`config.mk`:
```
export PLATFORM = sky130hd
export DESIGN_NAME = matrix3_add_mul_compare_flat
export DESIGN_NICKNAME = d
export VERILOG_FILES = /design/src/mat3_pkg.sv /design/src/mat3_in_if.sv /design/src/mat3_out_if.sv /design/src/mat3_store.sv /design/src/matrix3_add_mul_compare.sv /design/src/flat_wrapper.sv
export SDC_FILE = /design/constraint.sdc
export NUM_CORES = 1
export LEC_CHECK = 0
export BUFFER_PORTS_ARGS = -buffer_cell sky130_fd_sc_hd__buf_2
export CAP_MARGIN = 10
export CORE_MARGIN = 4
export CORE_UTILIZATION = 56
export CTS_BUF_LIST = sky130_fd_sc_hd__clkbuf_4 sky130_fd_sc_hd__clkbuf_8
export DETAILED_ROUTE_END_ITERATION = 12
export PLACE_DENSITY = 0.81
export SYNTH_ARGS = -nofsm -noshare
export SYNTH_HDL_FRONTEND = slang
export SYNTH_SLANG_ARGS = --single-unit
export TNS_END_PERCENT = 1
```
`constraint.sdc`:
```
create_clock -name clk -period 11.7 [get_ports clk]
set_input_delay 1.17 -clock clk [delete_from_list [all_inputs] [get_ports clk]]
set_output_delay 1.17 -clock clk [all_outputs]
set_load 0.01 [all_outputs]
```
`src/mat3_pkg.sv`:
```
// Shared constants and types for the 3x3 matrix add, multiply and compare block.
package mat3_pkg;

    localparam int DIM_DEFAULT       = 3;
    localparam int ELEM_BITS_DEFAULT = 16;

    // Fixed field widths of the load and result items.
    localparam int IDX_FIELD_BITS = 2;
    localparam int VALUE_BITS     = 16;
    localparam int SUM_BITS       = 17;
    localparam int PROD_BITS      = 33;

    typedef enum logic [2:0] {
        ST_IDLE,
        ST_READ,
        ST_MUL,
        ST_ACC,
        ST_EMIT
    } mat3_state_t;

endpackage

```
`src/mat3_in_if.sv`:
```
// Load channel: one matrix element per item, with valid/ready handshake.
interface mat3_in_if;
    import mat3_pkg::*;

    logic                           valid;
    logic                           ready;
    logic                           matrix_sel;
    logic [IDX_FIELD_BITS-1:0]      row;
    logic [IDX_FIELD_BITS-1:0]      col;
    logic signed [VALUE_BITS-1:0]   value;
    logic                           complete;

    modport source
    (
        output valid, matrix_sel, row, col, value, complete,
        input  ready
    );

    modport sink
    (
        input  valid, matrix_sel, row, col, value, complete,
        output ready
    );
endinterface

```
`src/mat3_out_if.sv`:
```
// Result channel: one element of A+B and A*B per item, with valid/ready handshake.
interface mat3_out_if;
    import mat3_pkg::*;

    logic                           valid;
    logic                           ready;
    logic [IDX_FIELD_BITS-1:0]      out_row;
    logic [IDX_FIELD_BITS-1:0]      out_col;
    logic signed [SUM_BITS-1:0]     sum_elem;
    logic signed [PROD_BITS-1:0]    product_elem;
    logic                           all_equal;
    logic                           last;

    modport source
    (
        output valid, out_row, out_col, sum_elem, product_elem, all_equal, last,
        input  ready
    );

    modport sink
    (
        input  valid, out_row, out_col, sum_elem, product_elem, all_equal, last,
        output ready
    );
endinterface

```
`src/mat3_store.sv`:
```
// Element store for one matrix: one write port, two registered read ports.
module mat3_store #(
    parameter int DIM       = mat3_pkg::DIM_DEFAULT,
    parameter int ELEM_BITS = mat3_pkg::ELEM_BITS_DEFAULT,
    parameter int IDX_W     = $clog2(DIM * DIM)
)
(
    input  logic                        clk,
    input  logic                        wr_en,
    input  logic [IDX_W-1:0]            wr_idx,
    input  logic signed [ELEM_BITS-1:0] wr_data,
    input  logic [IDX_W-1:0]            rd0_idx,
    input  logic [IDX_W-1:0]            rd1_idx,
    output logic signed [ELEM_BITS-1:0] rd0_data,
    output logic signed [ELEM_BITS-1:0] rd1_data
);
    import mat3_pkg::*;

    localparam int DEPTH = DIM * DIM;

    logic signed [ELEM_BITS-1:0] mem [DEPTH];
    logic signed [ELEM_BITS-1:0] rd0_data_reg;
    logic signed [ELEM_BITS-1:0] rd1_data_reg;

    always_ff @(posedge clk)
    begin
        if (wr_en)
        begin
            mem[wr_idx] <= wr_data;
        end
    end

    always_ff @(posedge clk)
    begin
        rd0_data_reg <= mem[rd0_idx];
        rd1_data_reg <= mem[rd1_idx];
    end

    assign rd0_data = rd0_data_reg;
    assign rd1_data = rd1_data_reg;

endmodule

```
`src/matrix3_add_mul_compare.sv`:
```
// Each result element takes DIM passes of read, multiply and accumulate through one shared
// multiplier, then the emit state loads the output register, waiting while a result is unaccepted.
// A burst holds DIM*DIM results; a load without complete is taken while the block is idle.
// Reset clears the sequencer and the output valid flag; the element stores are undefined
// until written.
module matrix3_add_mul_compare #(
    parameter int DIM       = mat3_pkg::DIM_DEFAULT,
    parameter int ELEM_BITS = mat3_pkg::ELEM_BITS_DEFAULT
)
(
    input  logic        clk,
    input  logic        rst_n,
    mat3_in_if.sink     load,
    mat3_out_if.source  result
);
    import mat3_pkg::*;

    localparam int IDX_W = $clog2(DIM * DIM);
    localparam int CNT_W = $clog2(DIM);

    mat3_state_t state_reg, state_next;

    logic [CNT_W-1:0] i_reg, i_next;
    logic [CNT_W-1:0] j_reg, j_next;
    logic [CNT_W-1:0] k_reg, k_next;
    logic             eq_reg, eq_next;
    logic             out_valid_reg, out_valid_next;

    logic signed [2*ELEM_BITS-1:0] prod_reg;
    logic signed [PROD_BITS-1:0]   acc_reg, acc_next;
    logic signed [SUM_BITS-1:0]    sum_reg;

    logic [IDX_FIELD_BITS-1:0]     out_row_reg;
    logic [IDX_FIELD_BITS-1:0]     out_col_reg;
    logic signed [SUM_BITS-1:0]    out_sum_reg;
    logic signed [PROD_BITS-1:0]   out_prod_reg;
    logic                          out_eq_reg;
    logic                          out_last_reg;

    logic                          load_ready;
    logic                          load_fire;
    logic                          in_range;
    logic                          out_load;
    logic                          at_last;
    logic                          k_last;

    logic [IDX_W-1:0]              wr_idx;
    logic signed [ELEM_BITS-1:0]   wr_data;
    logic [IDX_W-1:0]              a_mul_idx;
    logic [IDX_W-1:0]              b_mul_idx;
    logic [IDX_W-1:0]              elem_idx;
    logic signed [ELEM_BITS-1:0]   a_mul;
    logic signed [ELEM_BITS-1:0]   b_mul;
    logic signed [ELEM_BITS-1:0]   a_elem;
    logic signed [ELEM_BITS-1:0]   b_elem;
    logic signed [PROD_BITS-1:0]   prod_ext;

    assign load_fire = load.valid && load_ready;
    assign in_range  = (int'(load.row) < DIM) && (int'(load.col) < DIM);
    assign wr_idx    = IDX_W'(int'(load.row) * DIM + int'(load.col));
    // The low ELEM_BITS of the field are kept and read back as a signed element.
    assign wr_data   = ELEM_BITS'($unsigned(load.value));

    assign a_mul_idx = IDX_W'(int'(i_reg) * DIM + int'(k_reg));
    assign b_mul_idx = IDX_W'(int'(k_reg) * DIM + int'(j_reg));
    assign elem_idx  = IDX_W'(int'(i_reg) * DIM + int'(j_reg));

    assign k_last    = (k_reg == CNT_W'(DIM - 1));
    assign at_last   = (i_reg == CNT_W'(DIM - 1)) && (j_reg == CNT_W'(DIM - 1));
    assign prod_ext  = PROD_BITS'(prod_reg);

    mat3_store #(
        .DIM       (DIM),
        .ELEM_BITS (ELEM_BITS),
        .IDX_W     (IDX_W)
    ) u_left (
        .clk      (clk),
        .wr_en    (load_fire && in_range && !load.matrix_sel),
        .wr_idx   (wr_idx),
        .wr_data  (wr_data),
        .rd0_idx  (a_mul_idx),
        .rd1_idx  (elem_idx),
        .rd0_data (a_mul),
        .rd1_data (a_elem)
    );

    mat3_store #(
        .DIM       (DIM),
        .ELEM_BITS (ELEM_BITS),
        .IDX_W     (IDX_W)
    ) u_right (
        .clk      (clk),
        .wr_en    (load_fire && in_range && load.matrix_sel),
        .wr_idx   (wr_idx),
        .wr_data  (wr_data),
        .rd0_idx  (b_mul_idx),
        .rd1_idx  (elem_idx),
        .rd0_data (b_mul),
        .rd1_data (b_elem)
    );

    always_ff @(posedge clk or negedge rst_n)
    begin
        if (!rst_n)
        begin
            state_reg     <= ST_IDLE;
            i_reg         <= '0;
            j_reg         <= '0;
            k_reg         <= '0;
            eq_reg        <= 1'b0;
            out_valid_reg <= 1'b0;
        end
        else
        begin
            state_reg     <= state_next;
            i_reg         <= i_next;
            j_reg         <= j_next;
            k_reg         <= k_next;
            eq_reg        <= eq_next;
            out_valid_reg <= out_valid_next;
        end
    end

    always_comb
    begin
        state_next     = state_reg;
        i_next         = i_reg;
        j_next         = j_reg;
        k_next         = k_reg;
        eq_next        = eq_reg;
        acc_next       = acc_reg;
        out_valid_next = out_valid_reg && !result.ready;
        load_ready     = 1'b0;
        out_load       = 1'b0;

        unique case (state_reg)
            ST_IDLE:
            begin
                load_ready = 1'b1;
                if (load.valid && load.complete)
                begin
                    state_next = ST_READ;
                    i_next     = '0;
                    j_next     = '0;
                    k_next     = '0;
                    eq_next    = 1'b1;
                end
            end
            ST_READ:
            begin
                state_next = ST_MUL;
            end
            ST_MUL:
            begin
                // The element pair at (i, j) is compared once, on the first term.
                if (k_reg == '0)
                begin
                    eq_next = eq_reg && (a_elem == b_elem);
                end
                state_next = ST_ACC;
            end
            ST_ACC:
            begin
                acc_next = (k_reg == '0) ? prod_ext : acc_reg + prod_ext;
                if (k_last)
                begin
                    state_next = ST_EMIT;
                end
                else
                begin
                    k_next     = k_reg + 1'b1;
                    state_next = ST_READ;
                end
            end
            ST_EMIT:
            begin
                if (!out_valid_reg || result.ready)
                begin
                    out_load       = 1'b1;
                    out_valid_next = 1'b1;
                    k_next         = '0;
                    if (at_last)
                    begin
                        i_next     = '0;
                        j_next     = '0;
                        state_next = ST_IDLE;
                    end
                    else
                    begin
                        state_next = ST_READ;
                        if (j_reg == CNT_W'(DIM - 1))
                        begin
                            j_next = '0;
                            i_next = i_reg + 1'b1;
                        end
                        else
                        begin
                            j_next = j_reg + 1'b1;
                        end
                    end
                end
            end
            default:
            begin
                state_next = ST_IDLE;
            end
        endcase
    end

    always_ff @(posedge clk)
    begin
        acc_reg <= acc_next;
        if (state_reg == ST_MUL)
        begin
            prod_reg <= a_mul * b_mul;
            if (k_reg == '0)
            begin
                sum_reg <= SUM_BITS'(a_elem) + SUM_BITS'(b_elem);
            end
        end
        if (out_load)
        begin
            out_row_reg  <= IDX_FIELD_BITS'(i_reg);
            out_col_reg  <= IDX_FIELD_BITS'(j_reg);
            out_sum_reg  <= sum_reg;
            out_prod_reg <= acc_reg;
            out_eq_reg   <= at_last && eq_reg;
            out_last_reg <= at_last;
        end
    end

    assign load.ready          = load_ready;
    assign result.valid        = out_valid_reg;
    assign result.out_row      = out_row_reg;
    assign result.out_col      = out_col_reg;
    assign result.sum_elem     = out_sum_reg;
    assign result.product_elem = out_prod_reg;
    assign result.all_equal    = out_eq_reg;
    assign result.last         = out_last_reg;

`ifndef NO_ASSERTIONS
    a_start_burst: assert property (@(posedge clk) disable iff (!rst_n)
        (load.valid && load.ready && load.complete) |=> (state_reg == ST_READ))
        else $error("completing load did not start the result burst");

    a_equal_on_last: assert property (@(posedge clk) disable iff (!rst_n)
        (result.valid && result.all_equal) |-> result.last)
        else $error("equality flag shown on an item other than the last");

    a_emit_after_terms: assert property (@(posedge clk) disable iff (!rst_n)
        (state_reg == ST_EMIT) |-> k_last)
        else $error("result emitted before all terms were accumulated");

    a_last_to_idle: assert property (@(posedge clk) disable iff (!rst_n)
        (out_load && at_last) |=> (state_reg == ST_IDLE && result.valid && result.last))
        else $error("final item did not return the sequencer to idle");
`endif

endmodule
```
`src/flat_wrapper.sv`:
```
// flat-port wrapper written by rule: the top's interface ports become plain ports
module matrix3_add_mul_compare_flat import mat3_pkg::*;
#(
    parameter int DIM       = mat3_pkg::DIM_DEFAULT,
    parameter int ELEM_BITS = mat3_pkg::ELEM_BITS_DEFAULT
)
  (clk, rst_n, load_valid, load_matrix_sel, load_row, load_col, load_value, load_complete, load_ready, result_valid, result_out_row, result_out_col, result_sum_elem, result_product_elem, result_all_equal, result_last, result_ready);
  mat3_in_if load_i ();
  mat3_out_if result_i ();
  input  logic clk;
  input  logic rst_n;
  input wire logic [$bits(load_i.valid)-1:0] load_valid;
  input wire logic [$bits(load_i.matrix_sel)-1:0] load_matrix_sel;
  input wire logic [$bits(load_i.row)-1:0] load_row;
  input wire logic [$bits(load_i.col)-1:0] load_col;
  input wire logic [$bits(load_i.value)-1:0] load_value;
  input wire logic [$bits(load_i.complete)-1:0] load_complete;
  output wire logic [$bits(load_i.ready)-1:0] load_ready;
  output wire logic [$bits(result_i.valid)-1:0] result_valid;
  output wire logic [$bits(result_i.out_row)-1:0] result_out_row;
  output wire logic [$bits(result_i.out_col)-1:0] result_out_col;
  output wire logic [$bits(result_i.sum_elem)-1:0] result_sum_elem;
  output wire logic [$bits(result_i.product_elem)-1:0] result_product_elem;
  output wire logic [$bits(result_i.all_equal)-1:0] result_all_equal;
  output wire logic [$bits(result_i.last)-1:0] result_last;
  input wire logic [$bits(result_i.ready)-1:0] result_ready;
  assign load_i.valid = load_valid;
  assign load_i.matrix_sel = load_matrix_sel;
  assign load_i.row = load_row;
  assign load_i.col = load_col;
  assign load_i.value = load_value;
  assign load_i.complete = load_complete;
  assign load_ready = load_i.ready;
  assign result_valid = result_i.valid;
  assign result_out_row = result_i.out_row;
  assign result_out_col = result_i.out_col;
  assign result_sum_elem = result_i.sum_elem;
  assign result_product_elem = result_i.product_elem;
  assign result_all_equal = result_i.all_equal;
  assign result_last = result_i.last;
  assign result_i.ready = result_ready;
  matrix3_add_mul_compare #(.DIM(DIM), .ELEM_BITS(ELEM_BITS)) u_core (.clk(clk), .rst_n(rst_n), .load(load_i), .result(result_i));
endmodule
```
; ---- After elaboration in Yosys (flattened, before gate mapping)
; Memory sizes are Yosys's and may differ from the RTL's. A register that Yosys moved wholly into a read port is not among the register bits.
; Cells that the tools add are included.
[classes]
n_reduce_logical = 25
magnitude_cmp = 2
mux = 30
mul = 4
n_addsub = 9
n_eq_ne = 13
[op_table]
columns = operator, count
row1 = adder 33 x 32 -> 33 bit, 1
row2 = 2-to-1 mux 33 bit, 1
row3 = multiplier 16 x 16 -> 32 bit, 1
row4 = 2-to-1 mux 2 bit, 9
row5 = adder 16 x 16 -> 17 bit, 1
row6 = adder 4 x 3 -> 4 bit, 4
row7 = == test 16 bit, 1
row8 = case mux 3 bit (5 select lines), 1
row9 = multiplier 2 x 2 -> 4 bit (second input constant), 3
row10 = 2-to-1 mux 1 bit, 12
row11 = logical AND 1 bit, 10
row12 = 2-to-1 mux 3 bit, 3
row13 = case mux 2 bit (2 select lines), 2
row14 = AND reduction 4 bit, 2
row15 = adder 2 x 1 -> 2 bit (second input constant), 3
row16 = == test 2 bit (second input constant), 3
row17 = == test 3 x 2 -> 1 bit (second input constant), 2
row18 = != test 2 x 1 -> 1 bit (second input constant), 3
row19 = case mux 2 bit (3 select lines), 1
row20 = AND reduction 3 bit, 2
row21 = less-than comparator 2 bit (second input constant), 2
row22 = AND reduction 2 bit, 2
row23 = nonzero test 2 bit, 2
row24 = == test 3 x 1 -> 1 bit (second input constant), 1
row25 = 9 further kinds, 11
[word_totals]
register_bits = 149
word_cells = 100
out_inout_bits = 58
mem_bits_rw = 288
memories = 2
input_bits = 26
[mem_list]
columns = name, depth, width, rd, rd_clocked_by_memory_dff, wr, line
row1 = u_core.u_left.mem, 9, 16, 2, 2, 1, mat3_store.sv:21  ; logic signed [ELEM_BITS-1:0] mem [DEPTH];
row2 = u_core.u_right.mem, 9, 16, 2, 2, 1, mat3_store.sv:21

; ---- Depth between registers and ports, before layout
; Gate-level depths: netlist of run 1.
[logic_depth]
ltp_word = 7
depth_mapped = 24

; ---- Hierarchy
; From an unflattened synthesis of run 1, not the netlist that was laid out.
[unflattened]
hier_cells = 2635
area_unflattened_um2 = 32596.3
[by_module_without_submodules]
columns = mod, n_inst, area_per_inst_um2, seq_area_each_um2, cells_per_inst
row1 = matrix3_add_mul_compare, 1, 17257.8, 4419.2, 1661
row2 = mat3_store (u_core.u_left), 1, 7673.6, 4964.8, 487
row3 = mat3_store (u_core.u_right), 1, 7664.9, 4964.8, 487

; ---- Least setup slack after synthesis of run 1
; Ideal clock, no wire load.
[synth_timing]
path_type = reg2reg
startpoint = reg u_core.u_left.rd0_data_reg[15] (netlist: u_core.u_left.rd0_data[15]) (read register of u_core.u_left.mem)
endpoint = reg u_core.prod_reg[31], data pin
setup_slack_ns = 5.404
arrival_time_ns = 6.033
required_time_ns = 11.438
path_buffers = 1
setup_ns = 0.262
stages_incl_launch_ff = 21
cell_sequence = dfxtp_1 > clkbuf_1 > nand2_1 > inv_1 > fa_1 > fa_1 > fa_1 > fa_1 > fa_1 > inv_1 > fa_1 > inv_1 > ha_1 > a21o_1 > a21o_1 > a2111oi_1 > nor2_1 > a21o_1 > a21oi_1 > a311oi_2 > xnor2_1
[synth_via]
elab_chain_len = 1
[synth_lines]
columns = element, line
row1 = "start, declared", mat3_store.sv:22  ; logic signed [ELEM_BITS-1:0] rd0_data_reg;
row2 = multiplier 16 x 16 -> 32 bit, matrix3_add_mul_compare.sv:215  ; prod_reg <= a_mul * b_mul;
row3 = "end signal, assigned", matrix3_add_mul_compare.sv:215
row4 = "end, declared", matrix3_add_mul_compare.sv:29  ; logic signed [2*ELEM_BITS-1:0] prod_reg;
; No other way between the ends.
; A chain may end at the register's enable or synchronous reset.

; ---- Worst setup path in the final report of run 1
; Ends and elaborated chain as after synthesis.

==> impl_results.md, run 1 <==
- First-pass GRT wire length: 114 mm
- Data arrival time of the worst path: 7.21 ns
- Skew-Pair Late Insertion Delay: 0.69 ns
- Startpoint types: flip-flop
- Grt met2 use: 0.414
- Clk pin slew, worst setup/hold paths: 0.08 ns
- CTS Buf Count: 81
- Syn Inst Count: 2474
- RSZ-0062 raised after global routing: no
- Synth Area in Adders: 0.225
- Postcts setup bufs: 0
- Post-CTS Hold Fix Bufs: 0
- Post-route ant nets: 0
- Post-synthesis compound-gate area fraction: 0.0575
- Worst EP required: 12.10 ns
- Mapped Nets: 2914
- Reg-to-Reg Start: u_core.u_left.rd0_data[15]
- Num ports: 84
- Synth cell types: 75
- Setup TNS: 0 ns
- Capture point of the worst path: u_core.prod_reg[31]
- Vias in the first global route: 21221
- Detailed Place HPWL: 50.4 mm
- FP Rows: 87
- Fin. Hold Viols: 0
- Reg-to-Reg End: u_core.prod_reg[31]
- Most used cells in the layout excluding fill and tap cells: edfxtp_1, inv_1, fa_1
- Area of the core: 56500 um2
- Remaining DRCs: 0
- Crit. Startpoint: u_core.u_left.rd0_data[15]
- Largest family of logic cells by synthesized area: adder cells
- IO Port Bufs: 83
- Period utilization: 0.582
- Fraction of synthesized cell area in xor and xnor cells: 0.0200
- Peak per-stage delay on the critical path: 0.84 ns
- Tmin final: 6.81 ns
- EDFF count, synth: 426
- FFs w/ async S/R, synth: 0.0220
- 1st-iter DRT viols: 1636
- CP max-delay cell: fa_1
- Final setup viols: 0
- Max_cap viols: 0
- Grt total ovfl: 0
- Slew Viols, Final: 0
- Initial Util: 0.566
- DIE AREA: 61000 um2
- Most common cell after layout, fill and taps aside: edfxtp_1
- CTS tree: done
- Initial antenna violation count: 3
- Vias: 19735
- Fillers: 4042
- GRT Max-Usage Layer: met2
- Vias per cell: 5.82
- Post-synthesis mux area share: 0.112
- Initial DRT Pass Iterations: 5
- Post-cts sizing count: 0
- Outcome: completed
- Met3 Track Usage GR: 0.0497
- Die width: 247 um
- CP cell instances: nand2_1 -> inv_1 -> fa_1 -> fa_1 -> fa_1 -> fa_1 -> fa_1 -> inv_1 -> fa_1 -> inv_1 -> ha_1 -> a21o_1 -> a21o_1 -> a2111oi_1 -> nor2_1 -> a21o_1 -> a21oi_1 -> a311oi_2 -> xnor2_1
- Synth Area in Simple Gates: 0.0861
- Die Ht: 247 um
- GPL Wtd Cong: 0.888
- HP Class: input pin to asynchronous set/reset pin
- Clock Skew: 0.0614 ns
- CTS HTree Levels: 3
- Worst reg2reg path depth: 19
- Reg-to-reg slack, setup: 4.89 ns
- Mean Syn Cell Area: 12.9 um2
- Clock Sinks: 501
- Crit path kind: flip-flop to flip-flop
- Ys Warns: 0
- FF+latch count, synth: 501
- Sequential share of the synthesized area: 0.449
- Worst slew pin tran: 1.21 ns
- WL/cell: 20.9 um
- Root buffer cell: clkbuf_8
- Biggest regs: u_core.u_left.mem (144), u_core.u_right.mem (144)
- Mapped Area: 32000 um2
- Nets@finish: 3012
- GRT Total Usage: 0.240
- Routing usage on met1: 0.311
- Share of cells above drive strength 1: 0.161
- Max FO, Critical Path: 16
- Most Frequent Cell on Critical Path: fa_1
- Largest net degree at the start of global routing: 66
- Diodes inserted: 0
- Max-slew headroom: 0.194
- CTS Buffer Depth: 3
- Drt total wl: 70.8 mm
- Max Freq: 0.147 GHz
- P&R area growth vs syn: 9.63%
- Crit path capture type: flip-flop
- Ys flop type: edfxtp_1
==> cell families after synthesis <==
| family | Yosys count |
|---|---|
| XOR/XNOR | 73 |
| flip-flops | 501 |
| adder cells (fa/ha/maj) | 414 |
| AND/OR/NAND/NOR | 573 |
| multiplexers | 196 |
| AO/OA/AOI/OAI | 287 |
| buffers and inverters | 430 |
==> synth_stat cells (all sizes together), types with 15 or more instances <==
library cell	instances	area [um2]
a21o	24	181
a21oi	102	522
and2	119	744
buf	15	65.1
clkbuf	76	285
dfxtp	64	1280
edfxtp	426	12800
fa	270	5410
ha	144	1800
inv	339	1270
mux2i	65	651
mux4	128	2880
nand2	215	807
nand2b	17	106
nand3	20	100
nor2	120	450
nor3	26	140
o21a	16	120
o21ai	76	388
xnor2	47	412
xor2	26	228
==> worst max-delay path: cells and delay by family, from the launching register on <==
| kind | cells | cell delay, ns |
|---|---|---|
| buffers and inverters | 3 | 0.26 |
| adders and majority gates | 7 | 3.74 |
| and+or+nand+nor | 2 | 0.31 |
| AOI/OAI and AO/OA | 6 | 1.43 |
| xor gates and xnor gates | 1 | 0.16 |
| DFF | 1 | 0.68 |
==> cell type report <==
type | instances | area (um2) | area share
Multi-Input combinational cell | 1543 | 16200 | 0.461
Sequential cell | 501 | 14300 | 0.409
Clock buffer | 121 | 1520 | 0.0432
Inverter | 339 | 1270 | 0.0363
Tap cell | 756 | 946 | 0.0270
Timing Repair Buffer | 106 | 588 | 0.0168
Clock inverter | 25 | 229 | 0.00653
==> how the worst min path moves through the flow <==
stage | slack [ns] | end | cells after the start
finish | 0.37 | u_core.eq_reg | 1
global route | 0.35 | u_core.i_reg[1] | 1
CTS | 0.33 | u_core.state_reg[2] | 1
detailed placement | 0.40 | u_core.result.sum_elem[11] | 0
global placement | 0.40 | u_core.result.sum_elem[3] | 0
floorplan | 0.40 | u_core.result.sum_elem[0] | 0
==> layer usage <==
metal	wire length, um	vias up
met1	27800	9966
li1	-	8791
met2	35300	824
met5	18	-
met4	1770	4
met3	5810	150
==> metrics by stage <==
step	hold slack [ns]	instance area [um2]	util	cells	worst slack [ns]
3_5_place_dp	0.405	33300	0.590	3245	4.93
4_1_cts	0.329	35100	0.621	3391	4.94
6_report	0.365	35100	0.621	3391	4.89
2_1_floorplan	0.400	32000	-	2474	5.40
5_1_grt	0.346	35100	0.621	3391	4.61
3_3_place_gp	0.403	33300	0.590	3245	5.08
Power of run 1 is left out: the tool's default activity adds up to more than one toggle a clock period on the data nets, which glitch-free logic cannot reach.
==> run 2: changes to the inputs <==
==> constraint.sdc (replaced) <==
create_clock -name clk -period 6.9 [get_ports clk]
set_input_delay 0.69 -clock clk [delete_from_list [all_inputs] [get_ports clk]]
set_output_delay 0.69 -clock clk [all_outputs]
set_load 0.01 [all_outputs]
==> impl_results.md, run 2 (synthesis results as in run 1) <==
- Tmin final: 6.58 ns (-0.229 ns)
- Largest net degree at the start of global routing: 65 (-1.5%)
- Hold_sp: load_value[6]
- 1st-iter DRT viols: 1806 (+10%)
- Initial DRT Pass Iterations: 6 (+1)
- Vias in the first global route: 21595 (+1.8%)
- CTS HTree Levels: 3 (unchanged)
- Detailed Place HPWL: 52.0 mm (+3.2%)
- Met3 WL: 5.85 mm (+0.67%)
- Max-slew headroom: 0.209 (+0.0145)
- Nets@finish: 3022 (+0.33%)
- Most common cell after layout, fill and taps aside: edfxtp_1
- Crit path capture type: flip-flop
- Crit path kind: flip-flop to flip-flop
- Grt total ovfl: 0 (unchanged)
- Setup TNS: 0 ns (unchanged)
- GRT Total Usage: 0.245 (+0.00502)
- Peak per-stage delay on the critical path: 0.73 ns (-0.11 ns)
- CTS tree: done
- Area of the core: 56500 um2 (unchanged)
- CTS Buf Count: 81 (unchanged)
- Outcome: completed
- Vias per cell: 5.90 (+1.4%)
- FP Rows: 87 (unchanged)
- Biggest regs: u_core.u_left.mem (144), u_core.u_right.mem (144)
- Cell area after layout: 35100 um2 (+0.24%)
- Clock Skew: 0.0381 ns (-0.0233 ns)
- Vias: 20113 (+1.9%)
- Fin. Hold Viols: 0 (unchanged)
- Share of cells above drive strength 1: 0.163 (+0.00129)
- Worst reg2reg path depth: 21 (+2)
- Startpoint types: flip-flop
- Drt total wl: 72.4 mm (+2.3%)
- Clk pin slew, worst setup/hold paths: 0.07 ns (about the same)
- Post-Place Cell Area: 33400 um2 (+0.20%)
- Root buffer cell: clkbuf_8
- Data arrival time of the worst path: 6.99 ns (-0.22 ns)
- WL/cell: 21.2 um (+1.8%)
- Skew-Pair Late Insertion Delay: 0.69 ns (about the same)
- Initial Util: 0.566 (unchanged)
- Max FO, Critical Path: 16 (unchanged)
- Die width: 247 um (unchanged)
- GPL Wtd Cong: 0.902 (+1.6%)
- Initial antenna violation count: 3 (unchanged)
- Worst EP required: 7.31 ns (-4.79 ns)
- Met2 WL: 37.0 mm (+4.7%)
- Most used cells in the layout excluding fill and tap cells: edfxtp_1, inv_1, fa_1
- Post-Place Worst Slack: 0.353 ns (-4.57 ns)
- CP cell instances: and2_1 -> fa_1 -> inv_1 -> fa_1 -> fa_1 -> inv_1 -> fa_1 -> fa_1 -> inv_1 -> fa_1 -> inv_1 -> ha_1 -> a21oi_2 -> nand3_1 -> nor3b_1 -> nor3_1 -> o21a_1 -> a2111o_1 -> nand3_1 -> a31oi_1 -> xor2_1
- Hold slack: 0.396 ns (+0.0302 ns)
- Highest metal used: met5
- Final setup viols: 0 (unchanged)
- DIE AREA: 61000 um2 (unchanged)
- Reg-to-Reg Start: u_core.u_right.rd0_data[6]
- Hold path endpoint: u_core.u_left.mem[7][6]
- Worst slew pin tran: 1.19 ns (-0.0217 ns)
- HP Class: input pin to flip-flop
- P&R area growth vs syn: 9.89%
- Delay-heaviest family, CP: adder cells
- Wl on met1: 27.8 mm (-0.20%)
- Max_cap viols: 0 (unchanged)
- Reg-to-Reg End: u_core.prod_reg[30]
- Max Freq: 0.152 GHz (+3.5%)
- Buffers & Inverters on Critical Path: 4 (+1)
- Period utilization: 0.954 (+0.372)
- Min-Delay Path Depth: 1
- IO Port Bufs: 83 (unchanged)
- Remaining DRCs: 0 (unchanged)
- Die Ht: 247 um (unchanged)
- RSZ-0062 raised after global routing: no
- CTS Buffer Depth: 3 (unchanged)
- Num ports: 84 (unchanged)
- First-pass GRT wire length: 117 mm (+2.1%)
- Most Frequent Cell on Critical Path: fa_1
- Clock Sinks: 501 (unchanged)
- Post-route ant nets: 0 (unchanged)
- Reg-to-reg slack, setup: 0.32 ns (-4.57 ns)
- Slew Viols, Final: 0 (unchanged)
- CP max-delay cell: dfxtp_1
- Fin worst setup slack: 0.318 ns (-4.57 ns)
[run 2: changes by cell type in the layout (fill, tap and decap cells not counted), moves of 2 or more]
cell / before / now
buf_4: 23 / 32
dfxtp_2: 0 / 2
clkinv_1: 4 / 15
diode_2: 0 / 2
clkinv_8: 2 / 4
dfxtp_1: 64 / 62
clkbuf_8: 97 / 89
[run 2: worst max path at each step]
stage,cells past startpoint,from,slack [ns],end
after floorplan,20,u_core.u_left.rd0_data[15],0.60,u_core.prod_reg[31]
after global placement,20,u_core.u_right.rd0_data[1],0.54,u_core.prod_reg[30]
after detailed placement,20,u_core.u_right.rd0_data[1],0.35,u_core.prod_reg[30]
after CTS,20,u_core.u_left.rd0_data[7],0.31,u_core.prod_reg[30]
after global routing,20,u_core.u_right.rd0_data[4],0.003,u_core.prod_reg[30]
final,21,u_core.u_right.rd0_data[6],0.32,u_core.prod_reg[30]
[run 2: what timing repair did]
action | in CTS | in global routing
setup endpoints to repair | 0 | 2
hold buffers | 1 | 0
endpoints found under the hold margin | 11 | 0
buffers inserted | 0 | 0
gates resized for setup | 0 | 2
[run 2: cell type report]
type / count / area [um2]
diodes: 2 / 5.00
clock buffers: 114 / 1410
clock inverters: 38 / 329
fillers: 4152 / 21400
inverters: 339 / 1270
multi-input cells: 1543 / 16200
flip-flops and latches: 501 / 14400
well taps: 756 / 946
repair buffers: 116 / 666
[run 2: layer usage]
metal,track usage,vias up
met3,0.0466,157
met2,0.427,953
met5,0,-
met1,0.316,10161
li1,-,8838
met4,0.0729,4
[run 2: through the flow]
step           instances  utilization
3_5_place_dp        3254        0.591
2_1_floorplan       2474            -
4_1_cts             3407        0.622
6_report            3409        0.622
5_1_grt             3408        0.622
3_3_place_gp        3254        0.591
[run 2: worst reg2reg max path, stage by stage (launching register included)]
cell	delay (ns)
dfxtp_1	0.73
and2_1	0.25
fa_1	0.42
inv_1	0.08
fa_1	0.43
fa_1	0.53
inv_1	0.06
fa_1	0.49
fa_1	0.49
inv_1	0.05
fa_1	0.47
inv_1	0.04
ha_1	0.36
a21oi_2	0.22
nand3_1	0.13
nor3b_1	0.31
nor3_1	0.16
o21a_1	0.26
a2111o_1	0.44
nand3_1	0.12
a31oi_1	0.10
xor2_1	0.15
Power of run 2 is left out for the same reason.
